==> src/rtl/pca_pkg.sv <==
// Package with shared types, codes and sizes of the pick code allocator.
package pca_pkg;

    localparam int unsigned CodeW    = 24;
    localparam int unsigned CountW   = 7;
    localparam int unsigned StatusW  = 2;
    localparam int unsigned PoolDepth = 4096;
    localparam int unsigned PoolAddrW = $clog2(PoolDepth);
    localparam int unsigned PoolCntW  = $clog2(PoolDepth + 1);

    localparam int unsigned MAX_CODE_DEFAULT  = 4095;
    localparam int unsigned MAX_BURST_DEFAULT = 64;

    localparam logic OP_ALLOC = 1'b0;
    localparam logic OP_FREE  = 1'b1;

    localparam logic [StatusW-1:0] ST_OK        = 2'd0;
    localparam logic [StatusW-1:0] ST_EXHAUSTED = 2'd1;
    localparam logic [StatusW-1:0] ST_BAD_FREE  = 2'd2;

    typedef struct packed {
        logic              opcode;
        logic [CountW-1:0] count;
        logic [CodeW-1:0]  code;
    } t_item;

    typedef struct packed {
        logic [CodeW-1:0]   code_out;
        logic [StatusW-1:0] status;
        logic               last;
    } t_result;

    typedef struct packed {
        logic alloc;
        logic free;
        logic last;
    } t_cmd;

endpackage

==> src/rtl/pca_ctrl.sv <==
// Controller that accepts items and sequences the codes of an allocate burst.
module pca_ctrl #(
    parameter int unsigned MAX_BURST = pca_pkg::MAX_BURST_DEFAULT
) (
    input  logic          i_clk,
    input  logic          i_rst_n,
    input  logic          i_start,
    input  pca_pkg::t_item i_item,
    output logic          o_busy,
    output pca_pkg::t_cmd o_cmd
);

    typedef enum logic [1:0] {
        S_IDLE  = 2'b01,
        S_ALLOC = 2'b10
    } t_state;

    localparam logic [pca_pkg::CountW-1:0] BurstMax = pca_pkg::CountW'(MAX_BURST);

    t_state                     r_state, n_state;
    logic [pca_pkg::CountW-1:0] r_rem, n_rem;
    logic [pca_pkg::CountW-1:0] burst;
    logic                       accept;

    assign o_busy = (r_state == S_ALLOC);
    assign accept = i_start && (r_state == S_IDLE);
    assign burst  = (i_item.count > BurstMax) ? BurstMax : i_item.count;

    always_comb begin
        n_state = r_state;
        n_rem   = r_rem;
        o_cmd   = '0;
        case (r_state)
            S_IDLE: begin
                if (accept) begin
                    if (i_item.opcode == pca_pkg::OP_FREE) begin
                        o_cmd.free = 1'b1;
                        o_cmd.last = 1'b1;
                    end else if (burst != '0) begin
                        o_cmd.alloc = 1'b1;
                        o_cmd.last  = (burst == pca_pkg::CountW'(1));
                        if (burst != pca_pkg::CountW'(1)) begin
                            n_state = S_ALLOC;
                            n_rem   = burst - pca_pkg::CountW'(1);
                        end
                    end
                end
            end
            S_ALLOC: begin
                o_cmd.alloc = 1'b1;
                o_cmd.last  = (r_rem == pca_pkg::CountW'(1));
                n_rem       = r_rem - pca_pkg::CountW'(1);
                if (r_rem == pca_pkg::CountW'(1)) begin
                    n_state = S_IDLE;
                end
            end
            default: begin
                n_state = S_IDLE;
            end
        endcase
    end

    always_ff @(posedge i_clk) begin
        if (!i_rst_n) begin
            r_state <= S_IDLE;
            r_rem   <= '0;
        end else begin
            r_state <= n_state;
            r_rem   <= n_rem;
        end
    end

endmodule

==> config.mk <==
export PLATFORM = sky130hd
export DESIGN_NAME = pca_ctrl
export DESIGN_NICKNAME = d
export VERILOG_FILES = /design/src/rtl/pca_pkg.sv /design/src/rtl/pca_ctrl.sv
export SDC_FILE = /design/constraint.sdc
export NUM_CORES = 1
export LEC_CHECK = 0
export BUFFER_PORTS_ARGS = -buffer_cell sky130_fd_sc_hd__clkbuf_2
export CAP_MARGIN = 20
export CELL_PAD_IN_SITES_DETAIL_PLACEMENT = 1
export CELL_PAD_IN_SITES_GLOBAL_PLACEMENT = 1
export CORE_AREA = 2 2 54 56
export CTS_BUF_LIST = sky130_fd_sc_hd__clkbuf_4 sky130_fd_sc_hd__clkbuf_8
export DETAILED_ROUTE_END_ITERATION = 16
export DIE_AREA = 0 0 56 58
export HOLD_SLACK_MARGIN = 0.08
export PLACE_DENSITY = 0.88
export SLEW_MARGIN = 10
export SYNTH_ARGS = -nofsm -noshare
export SYNTH_HDL_FRONTEND = slang
export SYNTH_SLANG_ARGS = --single-unit
==> constraint.sdc <==
create_clock -name i_clk -period 2.75 [get_ports i_clk]
set_input_delay 0.275 -clock i_clk [delete_from_list [all_inputs] [get_ports i_clk]]
set_output_delay 0.275 -clock i_clk [all_outputs]
set_load 0.05 [all_outputs]
==> results of run 1 <==
[worst min path at each step]
stage	start	end	slack, ns	cells past startpoint
6_report	i_rst_n	r_rem[6]$_SDFFE_PN0P_	0.37	2
5_1_grt	i_rst_n	r_rem[1]$_SDFFE_PN0P_	0.37	3
2_1_floorplan	r_state[1]$_SDFFE_PN0P_	r_state[1]$_SDFFE_PN0P_	0.45	2
4_1_cts	i_rst_n	r_rem[6]$_SDFFE_PN0P_	0.36	2
3_5_place_dp	r_state[1]$_SDFFE_PN0P_	r_state[1]$_SDFFE_PN0P_	0.48	2
3_3_place_gp	r_state[0]$_SDFFE_PN1P_	r_state[0]$_SDFFE_PN1P_	0.46	1
[layer usage]
| layer | global-route usage, % | share of wire, % |
|---|---|---|
| met3 | 3.57 | 3.9 |
| met4 | 5.10 | 1.1 |
| met1 | 18.3 | 43 |
| met5 | 0 | 0 |
| met2 | 30.3 | 52 |
[cell type report]
class	instances	area, um2	share of cell area (%)
clock buffer	4	30.0	3.11
tap	31	38.8	4.02
sequential	9	180	18.7
multi-input combinational	81	617	63.9
inverter	8	30.0	3.11
timing repair buffer	14	70.1	7.25
[worst max-delay path: cells and delay by family (launching register included)]
family,cells,cell delay (ns)
flops,1,0.33
compound gates,1,0.20
buf+inv,3,0.70
fa+ha+maj,1,0.53
[power by group through the flow]
| stage | logic (mW) | clock network, mW | registers, mW |
|---|---|---|---|
| after global routing | 0.589 | 0.124 | 0.251 |
| final | 0.534 | 0.114 | 0.243 |
| after global placement | 0.504 | 0 | 0.238 |
| after CTS | 0.537 | 0.120 | 0.243 |
| after detailed placement | 0.535 | 0 | 0.246 |
| after floorplan | 0.416 | 0 | 0.227 |
[flip-flops by register name (all words and copies together) (netlist names)]
name	count
r_rem	7
r_state	2
[through the flow]
| step | power [mW] | area (um2) | util (%) | setup slack [ns] | instances |
|---|---|---|---|---|---|
| floorplan | 0.643 | 852 | - | 0.510 | 103 |
| global placement | 0.742 | 936 | 35.2 | 0.353 | 143 |
| detailed placement | 0.781 | 936 | 35.2 | 0.276 | 143 |
| CTS | 0.900 | 966 | 36.3 | 0.459 | 147 |
| global route | 0.963 | 966 | 36.3 | 0.302 | 147 |
| finish | 0.891 | 966 | 36.3 | 0.456 | 147 |
[cell usage after synthesis (all sizes together) (2+ instances only)]
cell type	instances	area share [%]
and3	3	2.2
a32oi	2	2.1
o221a	3	4.0
xnor2	2	2.1
a211oi	2	1.8
dfxtp	9	21
a2111oi	2	4.3
a21oi	6	3.5
nand2	2	0.88
o31a	2	2.2
ha	7	10
clkbuf	2	0.88
nor2b	3	2.2
nand4	2	1.5
nor2	10	4.4
inv	8	3.5
nand2b	2	1.5
a31o	2	2.1
o21ai	5	2.9
buf	3	2.1
nor3	6	3.5
[kinds of logic after synthesis]
family | count (synthesis) | share of synthesized area [%]
XOR/XNOR | 2 | 2.06
adder cells (fa/ha/maj) | 7 | 10.3
AND/OR/NAND/NOR | 36 | 24.7
flip-flops | 9 | 21.1
AO/OA/AOI/OAI | 36 | 35.4
buffers and inverters | 13 | 6.46
==> impl_metrics.json, run 1 <==
{
  "ys_async_sr_fraction_pct": 0,
  "routed-via-count": 870,
  "io_pins": 39,
  "synth_cell_types": 44,
  "syn_nets": 145,
  "cts_hold_buf": 0,
  "final_common_cell": "clkbuf_2",
  "finalHoldViolations": 0,
  "cts_resized": 0,
  "fin_crit_ns": 2.29,
  "portBuffers": 14,
  "drv_cap": 0,
  "netSwitchingPower_mw": 0.431,
  "ir_worst_vdd_v": 0.000602,
  "p_sw_share_pct": 48.4,
  "syn-cell-area_um2": 852,
  "grt_pass1_wl_um": 4070,
  "hold_path_class": "in2reg",
  "syn_inst": 103,
  "crit_path_top_delay_cell": "ha_1",
  "grt_pass1_vias": 874,
  "setup_viol": 0,
  "die_h_um": 58,
  "path_clk_slew_ns": 0.06,
  "cp_max_fo": 14,
  "grt_antenna_before_repair": 0,
  "start_util_pct": 32.0,
  "grt-ovfl-total": 0,
  "num_rows": 19,
  "fin_skew_ns": 0.00154,
  "cts_root_buffer": "clkbuf_4",
  "drive_above_1_share_pct": 26.7,
  "dp_hpwl_um": 1880,
  "fillers": 335,
  "die_width_um": 56,
  "cp-startpoint": "r_state[0]$_SDFFE_PN1P_",
  "cp_slowest_stage_delay_ns": 0.53,
  "hold_slack_ns": 0.369,
  "finalNetCount": 159,
  "rr_endpoint": "r_rem[6]$_SDFFE_PN0P_",
  "dr.pass1.iters": 4,
  "clock_path_buffers": 2,
  "cp-start-kind": "flip-flop",
  "p_per_area_nw_per_um2": 923,
  "endpoint_kind": "output pin",
  "outcome": "finished clean",
  "die-area_um2": 3250,
  "clkSinkCount": 9,
  "gp_congestion": 0.800,
  "reg2reg_from": "r_rem[1]$_SDFFE_PN0P_",
  "leakage_nw": 0.396,
  "synth_ff_type": "dfxtp_1",
  "seqPwrFrac_pct": 27.3,
  "comb_power_share_pct": 59.9,
  "rrSetupSlack_ns": 0.72,
  "wirelength_um": 2460,
  "post-route-drc-count": 0,
  "rsz0062_at_grt": "no",
  "worst_pin_slew_ns": 0.592,
  "ant_nets": 0,
  "htreeDepth": 1,
  "cts_tree": "built",
  "setup-tns-final_ns": 0,
  "drt_iter0_drc": 22,
  "wl_per_cell_um": 16.7,
  "setup.worst_path.class": "reg2out",
  "grt_max_degree": 15,
  "yosys_register_bits": 9,
  "cts-buffers-inserted": 3,
  "area_delta_synth_final_pct": 13.4,
  "core_area_um2": 2660,
  "clock_power_share_pct": 12.8,
  "worstPathRequired_ns": 2.48,
  "diodes": 0,
  "intPower_mw": 0.460,
  "clk_latency_ns": 0.27,
  "yosysSeqAreaShare_pct": 21.1,
  "synth_edf_count": 0,
  "post_cts_buffers": 0,
  "slew_headroom_pct": 60.5,
  "timing.critical_path.mode_cell": "inv_1",
  "path_cells": "inv_1 > ha_1 > inv_1 > a21oi_1 > clkbuf_2",
  "yosysWarningCount": 0,
  "postSynthAreaPerCell_um2": 8.27,
  "cp-endpoint": "o_cmd[2]",
  "timing.fmax_mhz": 436,
  "drv_slew": 0,
  "drt-vias-per-instance": 5.92,
  "track_usage_pct": 16.2,
  "finalCritPeriodShare_pct": 83.4,
  "r2r_cells": 6,
  "arrival_ns": 2.02,
  "final_cell_mix": "clkbuf_2, nor2_1, dfxtp_1"
}
(Power assumes the default switching activity.)
==> run 2: changes to the inputs <==
ABC_AREA = 1   (was not set)
CORE_AREA = 2 2 60 62   (was 2 2 54 56)
DIE_AREA = 0 0 62 64   (was 0 0 56 58)
PLACE_DENSITY = 0.85   (was 0.88)
clock period = 1.9 ns   (was 2.75 ns; I/O delays follow)
==> run 2 against run 1 <==
  * Clock-buffer cell count stayed put
  * Via count is 24% higher
  * Critical endpoint is now o_cmd[0]
  * Sequential power is 24% higher
  * Highest routed layer is now met3
  * Global-route usage is 0.92 points lower
==> impl_metrics.json, run 2 <==
{
  "worst_pin_slew_ns": 0.343,
  "grt_pass1_vias": 1099,
  "layout.cells.non_filler": 233,
  "synth_edf_count": 0,
  "timing.fmax_mhz": 534,
  "cts_root_buffer": "clkbuf_4",
  "final_common_cell": "nand2_1",
  "dr.pass1.iters": 4,
  "critPathBufInv": 4,
  "min_path_cells": 2,
  "setup_viol": 0,
  "outcome": "finished clean",
  "syn_inst": 157,
  "post-route-util_pct": 37.6,
  "drt-vias-per-instance": 4.63,
  "drv_slew": 0,
  "ir_worst_vdd_v": 0.000501,
  "total_power_mw": 1.25,
  "fin_skew_ns": 0.00619,
  "yosysTopAreaCell": "dfxtp_1",
  "finalCritPeriodShare_pct": 98.6,
  "finalHoldViolations": 0,
  "clkSinkCount": 9,
  "post-route-drc-count": 0,
  "arrival_ns": 1.68,
  "path_cells": "clkbuf_2 > nor2_4 > nand3_2 > nand2_2 > nand2_2 > inv_2 > ha_4 > nand3_2 > nor2_2 > inv_1 > o21ai_1 > a21oi_1 > nor2_2 > buf_8",
  "finalNetCount": 230,
  "portBuffers": 14,
  "min_from": "i_rst_n",
  "synth_ff_type": "dfxtp_1",
  "synthTopCellsByArea": "dfxtp_1, nand2_1, nor2_1, nand3_1, ha_1",
  "path_clk_slew_ns": 0.06,
  "slew_headroom_pct": 76.9,
  "start_util_pct": 27.2,
  "grt_pass1_wl_um": 4690,
  "num_rows": 21,
  "drt_iter0_drc": 14,
  "cp_slowest_stage_delay_ns": 0.15,
  "rr_endpoint": "r_rem[2]$_SDFFE_PN0P_",
  "leakage_nw": 0.650,
  "rrSetupSlack_ns": 0.36,
  "postSynthAreaPerCell_um2": 5.68,
  "place_area_um2": 1080,
  "fin_crit_ns": 1.87,
  "dp_hpwl_um": 2080,
  "r2r_cells": 8,
  "yosysWarningCount": 0,
  "p_per_area_nw_per_um2": 1010,
  "reg2reg_from": "r_state[0]$_SDFFE_PN1P_",
  "final_cell_area_um2": 1230,
  "setup-tns-final_ns": 0,
  "yosys_register_bits": 9,
  "cts_tree": "built",
  "die-area_um2": 3970,
  "netlist.area_leader.share_pct": 20.2,
  "hold_end": "r_state[0]$_SDFFE_PN1P_",
  "hold_path_class": "in2reg",
  "synth_commonest_cells": "nand2_1, nor2_1, inv_1, nand3_1",
  "setup.worst_path.class": "in2out",
  "gp_congestion": 0.777,
  "wirelength_um": 2750,
  "dp_slack_ns": -0.188,
  "worstPathRequired_ns": 1.71,
  "syn-cell-area_um2": 892,
  "area_delta_synth_final_pct": 38.4,
  "grt-ovfl-total": 0,
  "synth_cell_types": 18,
  "die_h_um": 64,
  "die_width_um": 62,
  "core_area_um2": 3280,
  "syn_nets": 199,
  "track_usage_pct": 15.3,
  "htreeDepth": 1,
  "cp-start-kind": "primary input",
  "grt_antenna_before_repair": 0,
  "fin_ws_ns": 0.0266,
  "clk_latency_ns": 0.26,
  "drive_above_1_share_pct": 28.3,
  "dp_cells": 223,
  "endpoint_kind": "output pin",
  "yosysSeqAreaShare_pct": 20.2,
  "ant_nets": 0,
  "io_pins": 39,
  "cts_hold_buf": 0,
  "final_cell_mix": "nand2_1, nor2_1, inv_1",
  "crit_path_top_delay_cell": "buf_8",
  "routed-via-count": 1079,
  "critPathTopFamily": "simple AND/OR/NAND/NOR gates",
  "cp_max_fo": 3,
  "grt_max_degree": 12,
  "diodes": 0,
  "drv_cap": 0,
  "wl_per_cell_um": 11.8,
  "clock_path_buffers": 2,
  "synth_most_common_cell": "nand2_1",
  "hold_slack_ns": 0.267,
  "largest_register_ffs": 7,
  "rsz0062_at_grt": "yes",
  "cts-buffers-inserted": 3,
  "ys_async_sr_fraction_pct": 0,
  "top_regs": "r_rem x7, r_state x2",
  "regMostFlops": "r_rem"
}
run 2: metal layers:
layer / vias up / share of wire, % / global-route usage [%]
met1: 517 / 44 / 20.6
met5: - / 0 / 0
met3: 0 / 3.4 / 3.64
met2: 15 / 53 / 25.0
met4: 0 / 0 / 1.60
li1: 547 / - / -
run 2: area by class of cell:
class / instances / area, um2
fillers: 468 / 2050
flip-flops and latches: 9 / 180
repair buffers: 29 / 215
inverters: 22 / 86.3
well taps: 46 / 57.6
clock buffers: 4 / 30.0
multi-input cells: 123 / 666
run 2: worst reg2reg max path, delay by kind of cell, from the launching register on:
kind                       cells  cell delay, ns
adders and majority gates      1            0.30
AOI/OAI and AO/OA              1            0.19
buffers and inverters          3            0.42
and+or+nand+nor                3            0.20
DFF                            1            0.33
run 2: report_power, final:
part,total [mW],leakage (nW),internal (mW),switching (mW)
sequential,0.302,0.0747,0.257,0.0450
combinational,0.782,0.557,0.281,0.501
clock,0.164,0.0184,0.0952,0.0685
total,1.25,0.650,0.633,0.614
run 2: worst max-delay path by stage:
stage / slack [ns] / start / endpoint / cells after the start
6_report: 0.03 / i_item[27] / o_cmd[0] / 14
5_1_grt: -0.11 / i_item[26] / o_cmd[0] / 14
4_1_cts: 0.01 / r_state[0]$_SDFFE_PN1P_ / o_cmd[0] / 7
3_5_place_dp: -0.19 / i_item[27] / o_cmd[0] / 14
3_3_place_gp: -0.13 / i_item[24] / o_cmd[0] / 14
2_1_floorplan: 0.05 / i_item[27] / o_cmd[0] / 12
run 2: cell families after synthesis:
logic type	after synthesis	share of synthesized area, %
buffers and inverters	25	11.5
adder cells (fa/ha/maj)	7	9.82
AND/OR/NAND/NOR	99	47.3
AO/OA/AOI/OAI	13	7.29
XOR/XNOR	4	3.93
flip-flops	9	20.2
run 2: timing repair:
item | 4_1_cts | 5_1_grt
pin swaps | 2 | 9
hold endpoints to repair | 0 | 0
gates resized for setup | 8 | 21
setup buffers | 1 | 5
setup endpoints to repair | 1 | 2
==> run 3: changes to the inputs <==
PLACE_DENSITY = 0.87   (was 0.85)
==> run 3 against run 2 <==
  * Critical path depth is 2 lower
  * Non-clock buffer count is 5 lower
  * Sequential power is 2% lower
  * Register-to-register slack better by 0.04 ns
  * Hold slack worse by 0.035 ns
  * Setup slack better by 0.046 ns
  * Global-route usage is 0.87 points lower
  * Wire length is 10% lower
  * Combinational power is 0.8% lower
  * Cell count is 2.1% lower
  * Via count is 6.9% lower
  * Die area stayed put
  * Largest cell class unchanged
==> impl_metrics.json, run 3 (synthesis gave the netlist of run 2 again) <==
{
  "outcome": "finished clean",
  "fin_crit_ns": 1.83,
  "clk_latency_ns": 0.27,
  "ir_worst_vdd_v": 0.000588,
  "endpoint_kind": "output pin",
  "die_width_um": 62,
  "htreeDepth": 1,
  "setup-tns-final_ns": 0,
  "timing.fmax_mhz": 547,
  "setup_viol": 0,
  "r2r_cells": 7,
  "grt_pass1_vias": 1054,
  "cts-buffers-inserted": 3,
  "grt-ovfl-total": 0,
  "p_per_area_nw_per_um2": 1030,
  "fin_skew_ns": 0.00442,
  "ant_nets": 0,
  "hold_end": "r_state[0]$_SDFFE_PN1P_",
  "drt_iter0_drc": 18,
  "drive_above_1_share_pct": 26.4,
  "drv_cap": 0,
  "final_cell_mix": "nand2_1, nor2_1, inv_1",
  "regMostFlops": "r_rem",
  "wirelength_um": 2470,
  "start_util_pct": 27.2,
  "cts_tree": "built",
  "drv_slew": 0,
  "grt_max_degree": 12,
  "rr_endpoint": "r_rem[2]$_SDFFE_PN0P_",
  "rsz0062_at_grt": "yes",
  "clock_path_buffers": 2,
  "slew_headroom_pct": 78.8,
  "io_pins": 39,
  "reg2reg_from": "r_state[0]$_SDFFE_PN1P_",
  "final_cell_area_um2": 1210,
  "fillers": 454,
  "path_clk_slew_ns": 0.06,
  "min_path_cells": 2,
  "finalCritPeriodShare_pct": 96.2,
  "dr.pass1.iters": 4,
  "finalNetCount": 225,
  "die_h_um": 64,
  "gp_congestion": 0.786,
  "cts_root_buffer": "clkbuf_4",
  "track_usage_pct": 14.4,
  "drt-vias-per-instance": 4.41,
  "arrival_ns": 1.64,
  "finalHoldViolations": 0,
  "post-route-drc-count": 0,
  "diodes": 0,
  "die-area_um2": 3970,
  "worstPathRequired_ns": 1.71,
  "clkSinkCount": 9,
  "leakage_nw": 0.628,
  "dp_hpwl_um": 1990,
  "num_rows": 21,
  "min_from": "i_rst_n",
  "core_area_um2": 3280,
  "largest_register_ffs": 7,
  "place_area_um2": 1080,
  "hold_path_class": "in2reg",
  "area_delta_synth_final_pct": 35.6,
  "top_regs": "r_rem x7, r_state x2",
  "cp-start-kind": "primary input",
  "portBuffers": 14,
  "grt_antenna_before_repair": 0,
  "setup.worst_path.class": "in2out",
  "routed-via-count": 1005,
  "grt_pass1_wl_um": 4400,
  "post-route-util_pct": 36.8,
  "final_common_cell": "nand2_1",
  "wl_per_cell_um": 10.8,
  "post_cts_buffers": 0,
  "rrSetupSlack_ns": 0.40,
  "cp_max_fo": 3,
  "worst_pin_slew_ns": 0.317
}
run 3: cell count changes in the layout (fill, tap and decap cells not counted):
cell,before,now
buf_4,15,10
nor2_2,3,1
nor2_4,2,4
buf_6,2,3
buf_8,2,1
clkbuf_2,9,8
clkbuf_4,4,5
clkinvlp_4,1,0
inv_2,2,3
nand3_2,2,1
nand3_4,0,1
run 3: power breakdown:
group / leakage, nW / internal [mW] / switching, mW
Clock: 0.0184 / 0.0955 / 0.0743
Combinational: 0.535 / 0.278 / 0.498
Sequential: 0.0747 / 0.257 / 0.0408
run 3: through the flow:
| stage | std cells | hold WS, ns | power, mW | setup WS (ns) |
|---|---|---|---|---|
| final | 228 | 0.233 | 1.24 | 0.0723 |
| after floorplan | 157 | 0.435 | 0.899 | 0.0470 |
| after CTS | 228 | 0.240 | 1.23 | 0.00538 |
| after global routing | 228 | 0.236 | 1.40 | -0.0243 |
| after detailed placement | 224 | 0.480 | 1.05 | -0.123 |
| after global placement | 224 | 0.468 | 1.03 | -0.110 |
run 3: critical path, cell delays in order:
cell and delay [ns]:
clkbuf_2 0.11, nor2_4 0.10, nand3_2 0.10, nand2_2 0.11, nand2_1 0.14, ha_1 0.25
nand3_1 0.08, nor2_1 0.06, o21ai_1 0.12, a21oi_1 0.09, nor2_2 0.14, buf_8 0.16
run 3: how the worst max path moves through the flow:
stage          startpoint       end  slack [ns]  cells past startpoint
6_report       i_item[27]  o_cmd[0]        0.07                     12
5_1_grt        i_item[27]  o_cmd[0]       -0.02                     14
4_1_cts        i_item[24]  o_cmd[0]       0.005                     14
3_5_place_dp   i_item[24]  o_cmd[0]       -0.12                     14
3_3_place_gp   i_item[24]  o_cmd[0]       -0.11                     14
2_1_floorplan  i_item[27]  o_cmd[0]        0.05                     12
run 3: cell type report:
class / count / area, um2 / area share (%)
clock buffers: 4 / 30.0 / 2.48
inverters: 22 / 82.6 / 6.83
multi-input cells: 123 / 683 / 56.5
flip-flops and latches: 9 / 180 / 14.9
well taps: 46 / 57.6 / 4.76
repair buffers: 24 / 176 / 14.6
run 3: repair_timing:
| action | 4_1_cts | 5_1_grt |
|---|---|---|
| pin swaps | 1 | 10 |
| hold buffers | 0 | 0 |
| gates resized for setup | 6 | 25 |
| setup endpoints to repair | 1 | 2 |
run 3: routing by layer:
metal / track usage [%] / wire length (um) / vias up
li1: - / - / 539
met1: 18.8 / 1160 / 448
met2: 23.0 / 1190 / 16
met3: 4.66 / 107 / 2
met4: 2.39 / 9 / 0
met5: 0 / 0 / -
